## src/design/sha_pkg.sv

```systemverilog
// ----------------------------------------------------------------------------
// sha_pkg
// Shared types, constants and round functions of the SHA-256 block hasher.
// ----------------------------------------------------------------------------
package sha_pkg;

  localparam int WORDS_PER_BLOCK = 16;
  localparam int ROUNDS          = 64;
  localparam int DIGEST_WORDS    = 8;
  localparam int QUEUE_DEPTH     = 2;

  // one complete message block handed from front to back
  typedef struct packed {
    logic [WORDS_PER_BLOCK-1:0][31:0] words;  // words[0] is the first word
    logic                             init;   // start from the initial hash
    logic                             last;   // final block of its message
  } sha_blk_t;

  localparam logic [31:0] INIT_HASH [DIGEST_WORDS] = '{
    32'h6a09e667, 32'hbb67ae85, 32'h3c6ef372, 32'ha54ff53a,
    32'h510e527f, 32'h9b05688c, 32'h1f83d9ab, 32'h5be0cd19
  };

  localparam logic [31:0] ROUND_K [ROUNDS] = '{
    32'h428a2f98, 32'h71374491, 32'hb5c0fbcf, 32'he9b5dba5,
    32'h3956c25b, 32'h59f111f1, 32'h923f82a4, 32'hab1c5ed5,
    32'hd807aa98, 32'h12835b01, 32'h243185be, 32'h550c7dc3,
    32'h72be5d74, 32'h80deb1fe, 32'h9bdc06a7, 32'hc19bf174,
    32'he49b69c1, 32'hefbe4786, 32'h0fc19dc6, 32'h240ca1cc,
    32'h2de92c6f, 32'h4a7484aa, 32'h5cb0a9dc, 32'h76f988da,
    32'h983e5152, 32'ha831c66d, 32'hb00327c8, 32'hbf597fc7,
    32'hc6e00bf3, 32'hd5a79147, 32'h06ca6351, 32'h14292967,
    32'h27b70a85, 32'h2e1b2138, 32'h4d2c6dfc, 32'h53380d13,
    32'h650a7354, 32'h766a0abb, 32'h81c2c92e, 32'h92722c85,
    32'ha2bfe8a1, 32'ha81a664b, 32'hc24b8b70, 32'hc76c51a3,
    32'hd192e819, 32'hd6990624, 32'hf40e3585, 32'h106aa070,
    32'h19a4c116, 32'h1e376c08, 32'h2748774c, 32'h34b0bcb5,
    32'h391c0cb3, 32'h4ed8aa4a, 32'h5b9cca4f, 32'h682e6ff3,
    32'h748f82ee, 32'h78a5636f, 32'h84c87814, 32'h8cc70208,
    32'h90befffa, 32'ha4506ceb, 32'hbef9a3f7, 32'hc67178f2
  };

  function automatic logic [31:0] rotr(input logic [31:0] v, input int unsigned s);
    rotr = (v >> s) | (v << (32 - s));
  endfunction

  function automatic logic [31:0] big_sigma0(input logic [31:0] x);
    big_sigma0 = rotr(x, 2) ^ rotr(x, 13) ^ rotr(x, 22);
  endfunction

  function automatic logic [31:0] big_sigma1(input logic [31:0] x);
    big_sigma1 = rotr(x, 6) ^ rotr(x, 11) ^ rotr(x, 25);
  endfunction

  function automatic logic [31:0] small_sigma0(input logic [31:0] x);
    small_sigma0 = rotr(x, 7) ^ rotr(x, 18) ^ (x >> 3);
  endfunction

  function automatic logic [31:0] small_sigma1(input logic [31:0] x);
    small_sigma1 = rotr(x, 17) ^ rotr(x, 19) ^ (x >> 10);
  endfunction

  function automatic logic [31:0] choose(input logic [31:0] e, input logic [31:0] f,
                                         input logic [31:0] g);
    choose = (e & f) ^ (~e & g);
  endfunction

  function automatic logic [31:0] majority(input logic [31:0] a, input logic [31:0] b,
                                           input logic [31:0] c);
    majority = (a & b) ^ (a & c) ^ (b & c);
  endfunction

endpackage

```

## src/design/sha256_block_hasher.sv

```systemverilog
// ----------------------------------------------------------------------------
// sha256_block_hasher
// SHA-256 over pre-padded messages fed one 32-bit big-endian word a request.
// ----------------------------------------------------------------------------
//
//   channel   valid      stall      payload
//   -------   --------   --------   ----------------------------------------
//   message   msg_valid  msg_stall  message_word, first_of_message,
//                                   last_of_message
//   digest    dig_valid  dig_stall  digest_word, word_index, last_word
//
// Cycles: the front takes one word a cycle while msg_stall is low. The back
//   works through each full block as a load, the rounds at one round a cycle
//   and a chaining add, and takes no new block until it is done; the round
//   loop of the compression engine sets the sustained rate.
// A final block adds 8 digest requests, one a cycle when dig_stall is low.
// Reset: synchronous, active high; the chaining value returns to the
//   initial hash and the block queue empties.
// Stalls: msg_stall rises only on a block's sixteenth word while the queue
//   is full; a stalled digest holds the back, and the front once it fills.
//
module sha256_block_hasher #(
  parameter int QDEPTH = sha_pkg::QUEUE_DEPTH
) (
  input  logic        clk,
  input  logic        rst,
  input  logic        msg_valid,
  output logic        msg_stall,
  input  logic [31:0] message_word,
  input  logic        first_of_message,
  input  logic        last_of_message,
  output logic        dig_valid,
  input  logic        dig_stall,
  output logic [31:0] digest_word,
  output logic [2:0]  word_index,
  output logic        last_word
);
  import sha_pkg::*;

  // front -> queue
  logic     q_push;
  logic     q_full;
  sha_blk_t q_in;
  // queue -> back
  logic     q_pop;
  logic     q_valid;
  sha_blk_t q_head;

  // front: block position, first-word restart, block assembly
  sha_front u_front (
    .clk              (clk),
    .rst              (rst),
    .msg_valid        (msg_valid),
    .message_word     (message_word),
    .first_of_message (first_of_message),
    .last_of_message  (last_of_message),
    .msg_stall        (msg_stall),
    .q_full           (q_full),
    .q_push           (q_push),
    .q_data           (q_in)
  );

  // whole blocks wait here while the back compresses
  sha_blk_queue #(
    .DEPTH (QDEPTH)
  ) u_queue (
    .clk        (clk),
    .rst        (rst),
    .push       (q_push),
    .push_data  (q_in),
    .full       (q_full),
    .pop        (q_pop),
    .head_valid (q_valid),
    .head_data  (q_head)
  );

  // back: rounds, chaining update and digest read-out
  sha_back u_back (
    .clk         (clk),
    .rst         (rst),
    .q_valid     (q_valid),
    .q_data      (q_head),
    .q_pop       (q_pop),
    .dig_valid   (dig_valid),
    .dig_stall   (dig_stall),
    .digest_word (digest_word),
    .word_index  (word_index),
    .last_word   (last_word)
  );

endmodule

```

## src/design/sha_front.sv

```systemverilog
// ----------------------------------------------------------------------------
// sha_front
// Takes message words, tracks their place in the block and assembles blocks.
// ----------------------------------------------------------------------------
module sha_front (
  input  logic              clk,
  input  logic              rst,
  input  logic              msg_valid,
  input  logic [31:0]       message_word,
  input  logic              first_of_message,
  input  logic              last_of_message,
  output logic              msg_stall,
  input  logic              q_full,
  output logic              q_push,
  output sha_pkg::sha_blk_t q_data
);
  import sha_pkg::*;

  localparam logic [3:0] LAST_POS = 4'(WORDS_PER_BLOCK - 1);

  logic [3:0]  pos;
  logic [3:0]  eff_pos;
  logic        accept;
  logic        blk_init;
  logic [31:0] asm_words [WORDS_PER_BLOCK-1];

  // a first word restarts the block; any partial block is dropped
  assign eff_pos   = first_of_message ? 4'd0 : pos;
  assign msg_stall = q_full && (pos == LAST_POS);
  assign accept    = msg_valid && !msg_stall;
  assign q_push    = accept && (eff_pos == LAST_POS);

  always_comb begin
    for (int i = 0; i < WORDS_PER_BLOCK - 1; i++) begin
      q_data.words[i] = asm_words[i];
    end
    q_data.words[WORDS_PER_BLOCK-1] = message_word;
    q_data.init = blk_init;
    q_data.last = last_of_message;
  end

  always_ff @(posedge clk) begin
    if (rst) begin
      pos <= 4'd0;
    end else if (accept) begin
      pos <= eff_pos + 4'd1;
    end
  end

  always_ff @(posedge clk) begin
    if (accept && (eff_pos != LAST_POS)) begin
      asm_words[eff_pos] <= message_word;
    end
    if (accept && (eff_pos == 4'd0)) begin
      blk_init <= first_of_message;
    end
  end

  a_stall_only_at_end: assert property (@(posedge clk) disable iff (rst)
    msg_stall |-> (pos == LAST_POS && q_full))
    else $error("front stalled away from block end");

endmodule

```

## src/design/sha_blk_queue.sv

```systemverilog
// ----------------------------------------------------------------------------
// sha_blk_queue
// Short FIFO of complete blocks between front and back.
// ----------------------------------------------------------------------------
module sha_blk_queue #(
  parameter int DEPTH = sha_pkg::QUEUE_DEPTH
) (
  input  logic              clk,
  input  logic              rst,
  input  logic              push,
  input  sha_pkg::sha_blk_t push_data,
  output logic              full,
  input  logic              pop,
  output logic              head_valid,
  output sha_pkg::sha_blk_t head_data
);
  import sha_pkg::*;

  localparam int PW = (DEPTH > 1) ? $clog2(DEPTH) : 1;
  localparam int CW = $clog2(DEPTH + 1);

  sha_blk_t        entries [DEPTH];
  logic [PW-1:0]   head;
  logic [PW-1:0]   tail;
  logic [CW-1:0]   count;
  logic            do_push;
  logic            do_pop;

  assign full       = (count == CW'(DEPTH));
  assign head_valid = (count != '0);
  assign head_data  = entries[head];
  assign do_push    = push && !full;
  assign do_pop     = pop && head_valid;

  function automatic logic [PW-1:0] bump(input logic [PW-1:0] p);
    bump = (p == PW'(DEPTH - 1)) ? '0 : p + PW'(1);
  endfunction

  always_ff @(posedge clk) begin
    if (rst) begin
      head  <= '0;
      tail  <= '0;
      count <= '0;
    end else begin
      if (do_push) begin
        tail <= bump(tail);
      end
      if (do_pop) begin
        head <= bump(head);
      end
      if (do_push && !do_pop) begin
        count <= count + CW'(1);
      end else if (do_pop && !do_push) begin
        count <= count - CW'(1);
      end
    end
  end

  always_ff @(posedge clk) begin
    if (do_push) begin
      entries[tail] <= push_data;
    end
  end

  a_no_push_when_full: assert property (@(posedge clk) disable iff (rst)
    push |-> !full)
    else $error("block pushed into full queue");

endmodule

```

## src/design/sha_back.sv

```systemverilog
// ----------------------------------------------------------------------------
// sha_back
// Compression engine: one round a cycle; a final block's digest is read out.
// ----------------------------------------------------------------------------
module sha_back (
  input  logic              clk,
  input  logic              rst,
  input  logic              q_valid,
  input  sha_pkg::sha_blk_t q_data,
  output logic              q_pop,
  output logic              dig_valid,
  input  logic              dig_stall,
  output logic [31:0]       digest_word,
  output logic [2:0]        word_index,
  output logic              last_word
);
  import sha_pkg::*;

  localparam logic [1:0] ST_IDLE  = 2'd0;
  localparam logic [1:0] ST_ROUND = 2'd1;
  localparam logic [1:0] ST_FIN   = 2'd2;
  localparam logic [1:0] ST_OUT   = 2'd3;

  localparam logic [5:0] LAST_RND = 6'(ROUNDS - 1);
  localparam logic [2:0] LAST_IDX = 3'(DIGEST_WORDS - 1);

  logic [1:0]  state;
  logic [5:0]  rnd;
  logic [2:0]  oidx;
  logic        blk_last;
  logic [31:0] cv   [DIGEST_WORDS];
  logic [31:0] wv   [DIGEST_WORDS];
  logic [31:0] win  [WORDS_PER_BLOCK];
  logic [31:0] hkw;                   // h + K[t] + W[t], formed one round early
  logic [31:0] base [DIGEST_WORDS];
  logic [31:0] t1;
  logic [31:0] t2;
  logic [31:0] new_w;
  logic        out_take;

  assign q_pop     = (state == ST_IDLE) && q_valid;
  assign dig_valid = (state == ST_OUT);
  assign out_take  = dig_valid && !dig_stall;

  assign digest_word = cv[oidx];
  assign word_index  = oidx;
  assign last_word   = (oidx == LAST_IDX);

  always_comb begin
    for (int i = 0; i < DIGEST_WORDS; i++) begin
      base[i] = q_data.init ? INIT_HASH[i] : cv[i];
    end
  end

  assign t1    = hkw + big_sigma1(wv[4]) + choose(wv[4], wv[5], wv[6]);
  assign t2    = big_sigma0(wv[0]) + majority(wv[0], wv[1], wv[2]);
  assign new_w = small_sigma1(win[14]) + win[9] + small_sigma0(win[1]) + win[0];

  always_ff @(posedge clk) begin
    if (rst) begin
      state <= ST_IDLE;
      for (int i = 0; i < DIGEST_WORDS; i++) begin
        cv[i] <= INIT_HASH[i];
      end
    end else begin
      case (state)
        ST_IDLE: begin
          if (q_valid) begin
            for (int i = 0; i < DIGEST_WORDS; i++) begin
              cv[i] <= base[i];
            end
            state <= ST_ROUND;
          end
        end
        ST_ROUND: begin
          if (rnd == LAST_RND) begin
            state <= ST_FIN;
          end
        end
        ST_FIN: begin
          for (int i = 0; i < DIGEST_WORDS; i++) begin
            cv[i] <= cv[i] + wv[i];
          end
          state <= blk_last ? ST_OUT : ST_IDLE;
        end
        ST_OUT: begin
          if (out_take && (oidx == LAST_IDX)) begin
            for (int i = 0; i < DIGEST_WORDS; i++) begin
              cv[i] <= INIT_HASH[i];
            end
            state <= ST_IDLE;
          end
        end
        default: begin
          state <= ST_IDLE;
        end
      endcase
    end
  end

  // datapath, no reset needed
  always_ff @(posedge clk) begin
    case (state)
      ST_IDLE: begin
        if (q_valid) begin
          for (int i = 0; i < DIGEST_WORDS; i++) begin
            wv[i] <= base[i];
          end
          for (int i = 0; i < WORDS_PER_BLOCK; i++) begin
            win[i] <= q_data.words[i];
          end
          hkw      <= base[7] + ROUND_K[0] + q_data.words[0];
          rnd      <= 6'd0;
          blk_last <= q_data.last;
        end
      end
      ST_ROUND: begin
        wv[7] <= wv[6];
        wv[6] <= wv[5];
        wv[5] <= wv[4];
        wv[4] <= wv[3] + t1;
        wv[3] <= wv[2];
        wv[2] <= wv[1];
        wv[1] <= wv[0];
        wv[0] <= t1 + t2;
        for (int i = 0; i < WORDS_PER_BLOCK - 1; i++) begin
          win[i] <= win[i+1];
        end
        win[WORDS_PER_BLOCK-1] <= new_w;
        hkw <= wv[6] + ROUND_K[6'(rnd + 6'd1)] + win[1];
        rnd <= rnd + 6'd1;
      end
      ST_FIN: begin
        oidx <= 3'd0;
      end
      ST_OUT: begin
        if (out_take) begin
          oidx <= oidx + 3'd1;
        end
      end
      default: begin
      end
    endcase
  end

  a_round_end: assert property (@(posedge clk) disable iff (rst)
    (state == ST_ROUND && rnd == LAST_RND) |=> (state == ST_FIN))
    else $error("compression did not finish after last round");

  a_digest_done: assert property (@(posedge clk) disable iff (rst)
    (out_take && last_word) |=> (state == ST_IDLE && !dig_valid))
    else $error("digest read-out did not close");

  a_pop_only_idle: assert property (@(posedge clk) disable iff (rst)
    q_pop |=> (state == ST_ROUND && rnd == 6'd0))
    else $error("block taken without starting rounds");

endmodule

```

## config.mk

```make
export PLATFORM = sky130hd
export DESIGN_NAME = sha256_block_hasher
export DESIGN_NICKNAME = d
export VERILOG_FILES = /design/src/design/sha_pkg.sv /design/src/design/sha256_block_hasher.sv /design/src/design/sha_front.sv /design/src/design/sha_blk_queue.sv /design/src/design/sha_back.sv
export SDC_FILE = /design/constraint.sdc
export NUM_CORES = 2
export LEC_CHECK = 0
export BUFFER_PORTS_ARGS = -buffer_cell sky130_fd_sc_hd__buf_2
export CORE_MARGIN = 2
export CORE_UTILIZATION = 35
export CTS_BUF_LIST = sky130_fd_sc_hd__clkbuf_8
export DETAILED_ROUTE_END_ITERATION = 12
export GPL_TIMING_DRIVEN = 1
export PLACE_DENSITY = 0.61
export SLEW_MARGIN = 30
export SYNTH_ARGS = -nofsm -noshare
export SYNTH_HDL_FRONTEND = slang
export SYNTH_SLANG_ARGS = --single-unit
```

## constraint.sdc

```tcl
create_clock -name clk -period 55.2 [get_ports clk]
set_clock_uncertainty 0.15 [all_clocks]
set_input_delay 5.52 -clock clk [delete_from_list [all_inputs] [get_ports clk]]
set_output_delay 5.52 -clock clk [all_outputs]
set_load 0.02 [all_outputs]
```

Word-level counts from Yosys, hierarchy flattened. Memory sizes are Yosys's and may differ from the RTL's. A register that Yosys moved wholly into a read port is not among the register bits. Cells that the tools add are included.

Bits in read-only memories: 2048. Memories: 6. Word-level logic and storage cells: 257. Output and inout port bits: 38. Input port bits: 38. Register bits after elaboration: 53. Memory bits (writable): 2532.

Memory list: (no name shown) (words 64, bits a word 32, read ports 1, clocked after memory_dff 0, wr ports 0, line sha_back.sv:130) `hkw <= wv[6] + ROUND_K[6'(rnd + 6'd1)] + win[1];`; u_queue.entries (words 2, bits a word 514, read ports 1, clocked after memory_dff 1, wr ports 1, line sha_blk_queue.sv:22) `sha_blk_t entries [DEPTH];`; u_back.win (words 16, bits a word 32, read ports 16, clocked after memory_dff 0, wr ports 16, line sha_back.sv:33) `logic [31:0] win [WORDS_PER_BLOCK];`; u_front.asm_words (words 15, bits a word 32, read ports 15, clocked after memory_dff 0, wr ports 1, line sha_front.sv:25) `logic [31:0] asm_words [WORDS_PER_BLOCK-1];`; u_back.cv (words 8, bits a word 32, read ports 9, clocked after memory_dff 1, wr ports 8, line sha_back.sv:31) `logic [31:0] cv [DIGEST_WORDS];`; u_back.wv (words 8, bits a word 32, read ports 8, clocked after memory_dff 0, wr ports 8, line sha_back.sv:32) `logic [31:0] wv [DIGEST_WORDS];`.

$lt $le $gt $ge: 1. Equal/unequal tests: 13. Reductions and logical operators: 27. Mux-type cells: 97. $add $sub $neg: 27. Bitwise logic cells: 76.

Operators by type and width (count): 32-bit two-way mux (59); 32-bit adder (19); 32-bit XOR (9); 32-bit bitwise AND (5); 32-bit case mux with 2 select lines (1); 1-bit bitwise OR (48); 32-bit by 31-bit adder with 32-bit output, second input constant (1); 32-bit NOT (1); 10-bit by 32-bit bitwise OR with 32-bit output (1); 13-bit by 32-bit bitwise OR with 32-bit output (1); 14-bit by 32-bit bitwise OR with 32-bit output (1); 15-bit by 32-bit bitwise OR with 32-bit output (1); 19-bit by 32-bit bitwise OR with 32-bit output (1); 21-bit by 32-bit bitwise OR with 32-bit output (1); 25-bit by 32-bit bitwise OR with 32-bit output (1); 26-bit by 32-bit bitwise OR with 32-bit output (1); 30-bit by 32-bit bitwise OR with 32-bit output (1); 7-bit by 32-bit bitwise OR with 32-bit output (1); 32-bit by 22-bit XOR with 32-bit output (1); 32-bit by 29-bit XOR with 32-bit output (1); 1-bit two-way mux (24); 1-bit logical AND (12); 2-bit two-way mux (6); 6-bit case mux with 2 select lines (1); 27 further kinds (43).

Logic depth before layout (Yosys ltp).
Word-level depth: 10. Depth in mapped cells: 28. Depth with buffers taken out: 27.

Modules after synthesis. A second synthesis with hierarchy kept.

Cell total of the unflattened synthesis: 10720. Area total of the unflattened synthesis: 129429.1 um^2.

Modules (own cells, without submodules): sha_back (sequential area each 30829.6 um^2, instances 1, cells each 8525, area each 76799.9 um^2); sha_blk_queue (sequential area each 30969.7 um^2, instances 1, cells each 1624, area each 37486.0 um^2); sha_front (sequential area each 14523.9 um^2, instances 1, cells each 571, area each 15143.3 um^2).

Worst setup path before layout. OpenSTA, ideal clock, no wires.

Kind: input port to flip-flop. Start: in first_of_message. End: mem u_queue.entries[0][0] (netlist name) (enable). Setup slack: -2.065 ns. Stages on the path: 6. Required time: 52.400 ns. Data arrival time: 54.465 ns. Buffers on the path: 1. Setup time: 2.650 ns. Path through: clkbuf_1 > nand2b_1 > inv_1 > ha_1 > nand2_1 > nor4_1.

Longest elaborated chain between the ends: 6.

RTL lines: from (decl) (line sha256_block_hasher.sv:30) `input logic first_of_message,`; 4-bit two-way mux (line sha_front.sv:28) `assign eff_pos = first_of_message ? 4'd0 : pos;`; 4-bit equality test (line sha_front.sv:31) `assign q_push = accept && (eff_pos == LAST_POS);`; 1-bit logical AND (line sha_front.sv:31); 1-bit logical AND (line sha_blk_queue.sv:32) `assign do_push = push && !full;`; 1-bit two-way mux (line sha_blk_queue.sv:60) `if (do_push) begin`; 1-bit two-way mux (not written as such) (line sha_blk_queue.sv:61) `entries[tail] <= push_data;`; to (decl) (line sha_blk_queue.sv:22).

Every way passes these cells.

==> impl_metrics.csv <==
group,metric,value,unit
worst_setup_path,worstPathRequired,49.53,ns
timing,fin_tns_setup,0,ns
logic_synthesis,synth_commonest_cells,"edfxtp_1 (2447), nor2_1 (984), a21oi_1 (978)",
worst_setup_path,end_kind,"primary output",
clock_network,cts_resized,0,
worst_setup_path,cp-start-kind,"flop",
detailed_routing,drt-pass1-iter-count,9,
cells_and_area,multiInputGateArea,0.0477,mm2
timing,fmax,106,MHz
min_path,hold_start,"u_front.asm_words[8][15]",
detailed_routing,detail-route-antenna-nets,0,
floorplanning,coreArea,0.362,mm2
cells_and_area,drive_gt1_share,8.43,%
global_routing,grt_max_degree,183,
clock_network,ctsRootBufferMaster,"clkbuf_8",
clock_network,htree_levels,5,
global_routing,grt_use_total,18.8,%
timing,worst_slew_pin_slew,1.03,ns
floorplanning,rows,221,
logic_synthesis,synth.area.top_cells,"edfxtp_1 (58%), ha_1 (4.8%), mux2i_1 (4.2%), a21oi_1 (3.8%), nor2_1 (2.9%)",
placed_design,dp_hpwl,233,mm
logic_synthesis,ys_ff_latch,2589,
global_routing,grt_pass1_wl,521,mm
detailed_routing,drc,0,
global_routing,antenna_found_initial,24,
worst_setup_path,worstSetupPathType,"reg -> out",
clock_network,clk_pin_slew,0.07,ns
floorplanning,die_h,607,um
timing,period_minus_slack,9.41,ns
logic_synthesis,postSynthAreaPerCell,12.4,um2
global_routing,overflow,0,
floorplanning,ios,76,
detailed_routing,wl_per_cell,22.9,um
timing,finalCritPeriodShare,17.1,%
floorplanning,die_area,0.368,mm2
timing,slew_headroom,31.2,%
min_path,hold_end,"u_queue.entries[1][273]",
worst_setup_path,path_max_fanout,33,
timing,hold_violations,0,
worst_setup_path,r2r-start,"u_back.rnd[0]",
detailed_routing,first_iter_violations,8028,
clock_network,ctsLongestPathBuffers,4,
global_routing,grt_pass1_vias,79800,
clock_network,ctsHoldBuffers,0,
logic_synthesis,synth_top_area_cell,"edfxtp_1",
timing,grt_setup_unrepaired,"false",
logic_synthesis,synth_ff_type,"edfxtp_1",
clock_network,numCtsBuffers,417,
logic_synthesis,syn_inst,10300,
cells_and_area,seqCellArea,0.0763,mm2
clock_network,clock-sinks,2589,
logic_synthesis,synthArstFlopShare,0,%
clock_network,cts_tree,"built",
worst_setup_path,r2r_slack,46.64,ns
logic_synthesis,seq_area_frac_synth,60.0,%
cells_and_area,fin_util,38.8,%
logic_synthesis,syn-num-nets,11000,
timing,finalSetupViolations,0,
run,cap_violations,0,
floorplanning,die_x,607,um
timing,hold_slack,0.221,ns
placed_design,numPortBuffers,75,
status,status,"finished, final reports clean",
clock_network,post_cts_buffers,0,
timing,final_max_slew_viol_count,0,
worst_setup_path,reg2regPathDepth,25,
logic_synthesis,synth-edff-count,2447,
worst_setup_path,worstPathArrival,3.74,ns
floorplanning,start_util,35.1,%
cells_and_area,area_delta_synth_final,10.5,%
logic_synthesis,yosysWarnings,0,
logic_synthesis,synth.distinct_cells,91,
worst_setup_path,r2r-end,"u_back.hkw[30]",
min_path,hold_class,"reg -> reg",
logic_synthesis,synth_top_area_share,57.8,%
min_path,min_delay_path_depth,0,
cells_and_area,fin_nets,11100,
cells_and_area,fillers,34600,
clock_network,worstSkewPairLatency,1.03,ns
logic_synthesis,netlist_area,0.127,mm2
detailed_routing,vias,82400,
logic_synthesis,synth.most_common_cell,"edfxtp_1",
detailed_routing,wirelength,355,mm
placed_design,place.gp.congestion,0.952,
detailed_routing,via_per_inst,5.32,
per-layer routing:
metal  wire length (um)  share of wire (%)  GRT usage [%]
met1             153000                 43           25.4
met2             166000                 47           30.6
met3              24600                6.9           3.10
met4              12200                3.4           6.42
met5                105              0.030              0
layout by cell type, fill, tap and decap left out, types with 82 or more instances in the layout:
master / Yosys / final
edfxtp_1: 2447 / 2447
a21oi_1: 978 / 978
nor2_1: 984 / 970
nand2_1: 753 / 751
inv_1: 400 / 546
o21ai_0: 538 / 537
mux2i_1: 535 / 533
ha_1: 490 / 489
clkbuf_8: 0 / 427
xnor2_1: 421 / 417
xor2_1: 207 / 205
a21o_1: 202 / 202
nand3_1: 179 / 179
fa_1: 168 / 168
dfxtp_1: 142 / 138
nor3_1: 115 / 114
buf_4: 0 / 98
clkinv_1: 2 / 97
a211oi_1: 82 / 82
stage by stage:
step | instance area (um2) | cells | setup slack [ns]
final | 141000 | 15500 | 45.79
after global routing | 141000 | 15500 | 45.63
after CTS | 140000 | 15500 | 45.69
after detailed placement | 133000 | 14700 | 45.01
after global placement | 133000 | 14700 | 44.70
after floorplan | 127000 | 10300 | 19.75
worst max-delay path: stages, from the launching register on:
cell     delay, ns
dfxtp_4       0.75
buf_4         0.68
mux4_2        0.65
mux2_2        0.42
buf_2         0.21
how the worst max path moves through the flow:
stage | start | to | depth (start not counted)
floorplan | first_of_message | u_queue.entries[0][0] | 6
global placement | first_of_message | u_queue.entries[1][138] | 9
detailed placement | first_of_message | u_queue.entries[1][138] | 9
CTS | flop | digest_word[22] | 4
global route | flop | digest_word[1] | 6
finish | flop | digest_word[2] | 4
sequential cells by signal (all words and copies together), names as in the netlist, 3 cells and up, named ones only:
name and cells:
u_front.pos 4, u_back.hkw 32, u_back.cv 256, u_back.wv 256, u_back.win 512, u_front.asm_words 480
u_back.rnd 6, u_queue.entries 1028, u_back.word_index 3
final cells by class:
| class | instances | share of cell area (%) |
|---|---|---|
| antenna | 7 | 0.0125 |
| clock buffer | 427 | 4.18 |
| clock inverter | 311 | 1.10 |
| inverter | 403 | 1.08 |
| multi-input combinational | 6766 | 34.0 |
| sequential | 2589 | 54.3 |
| tap | 4794 | 4.27 |
| timing repair buffer | 198 | 1.11 |
cell families after synthesis:
group,count (synthesis),share of synthesized area [%]
buffers and inverters,915,2.71
xor gates and xnor gates,628,4.32
muxes,658,5.88
adders and majority gates,681,7.64
DFF,2589,60.0
and+or+nand+nor,2371,8.02
AOI/OAI and AO/OA,2428,11.4
Power is left out: the tool's default activity adds up to more than one toggle a clock period on the data nets, which glitch-free logic cannot reach.
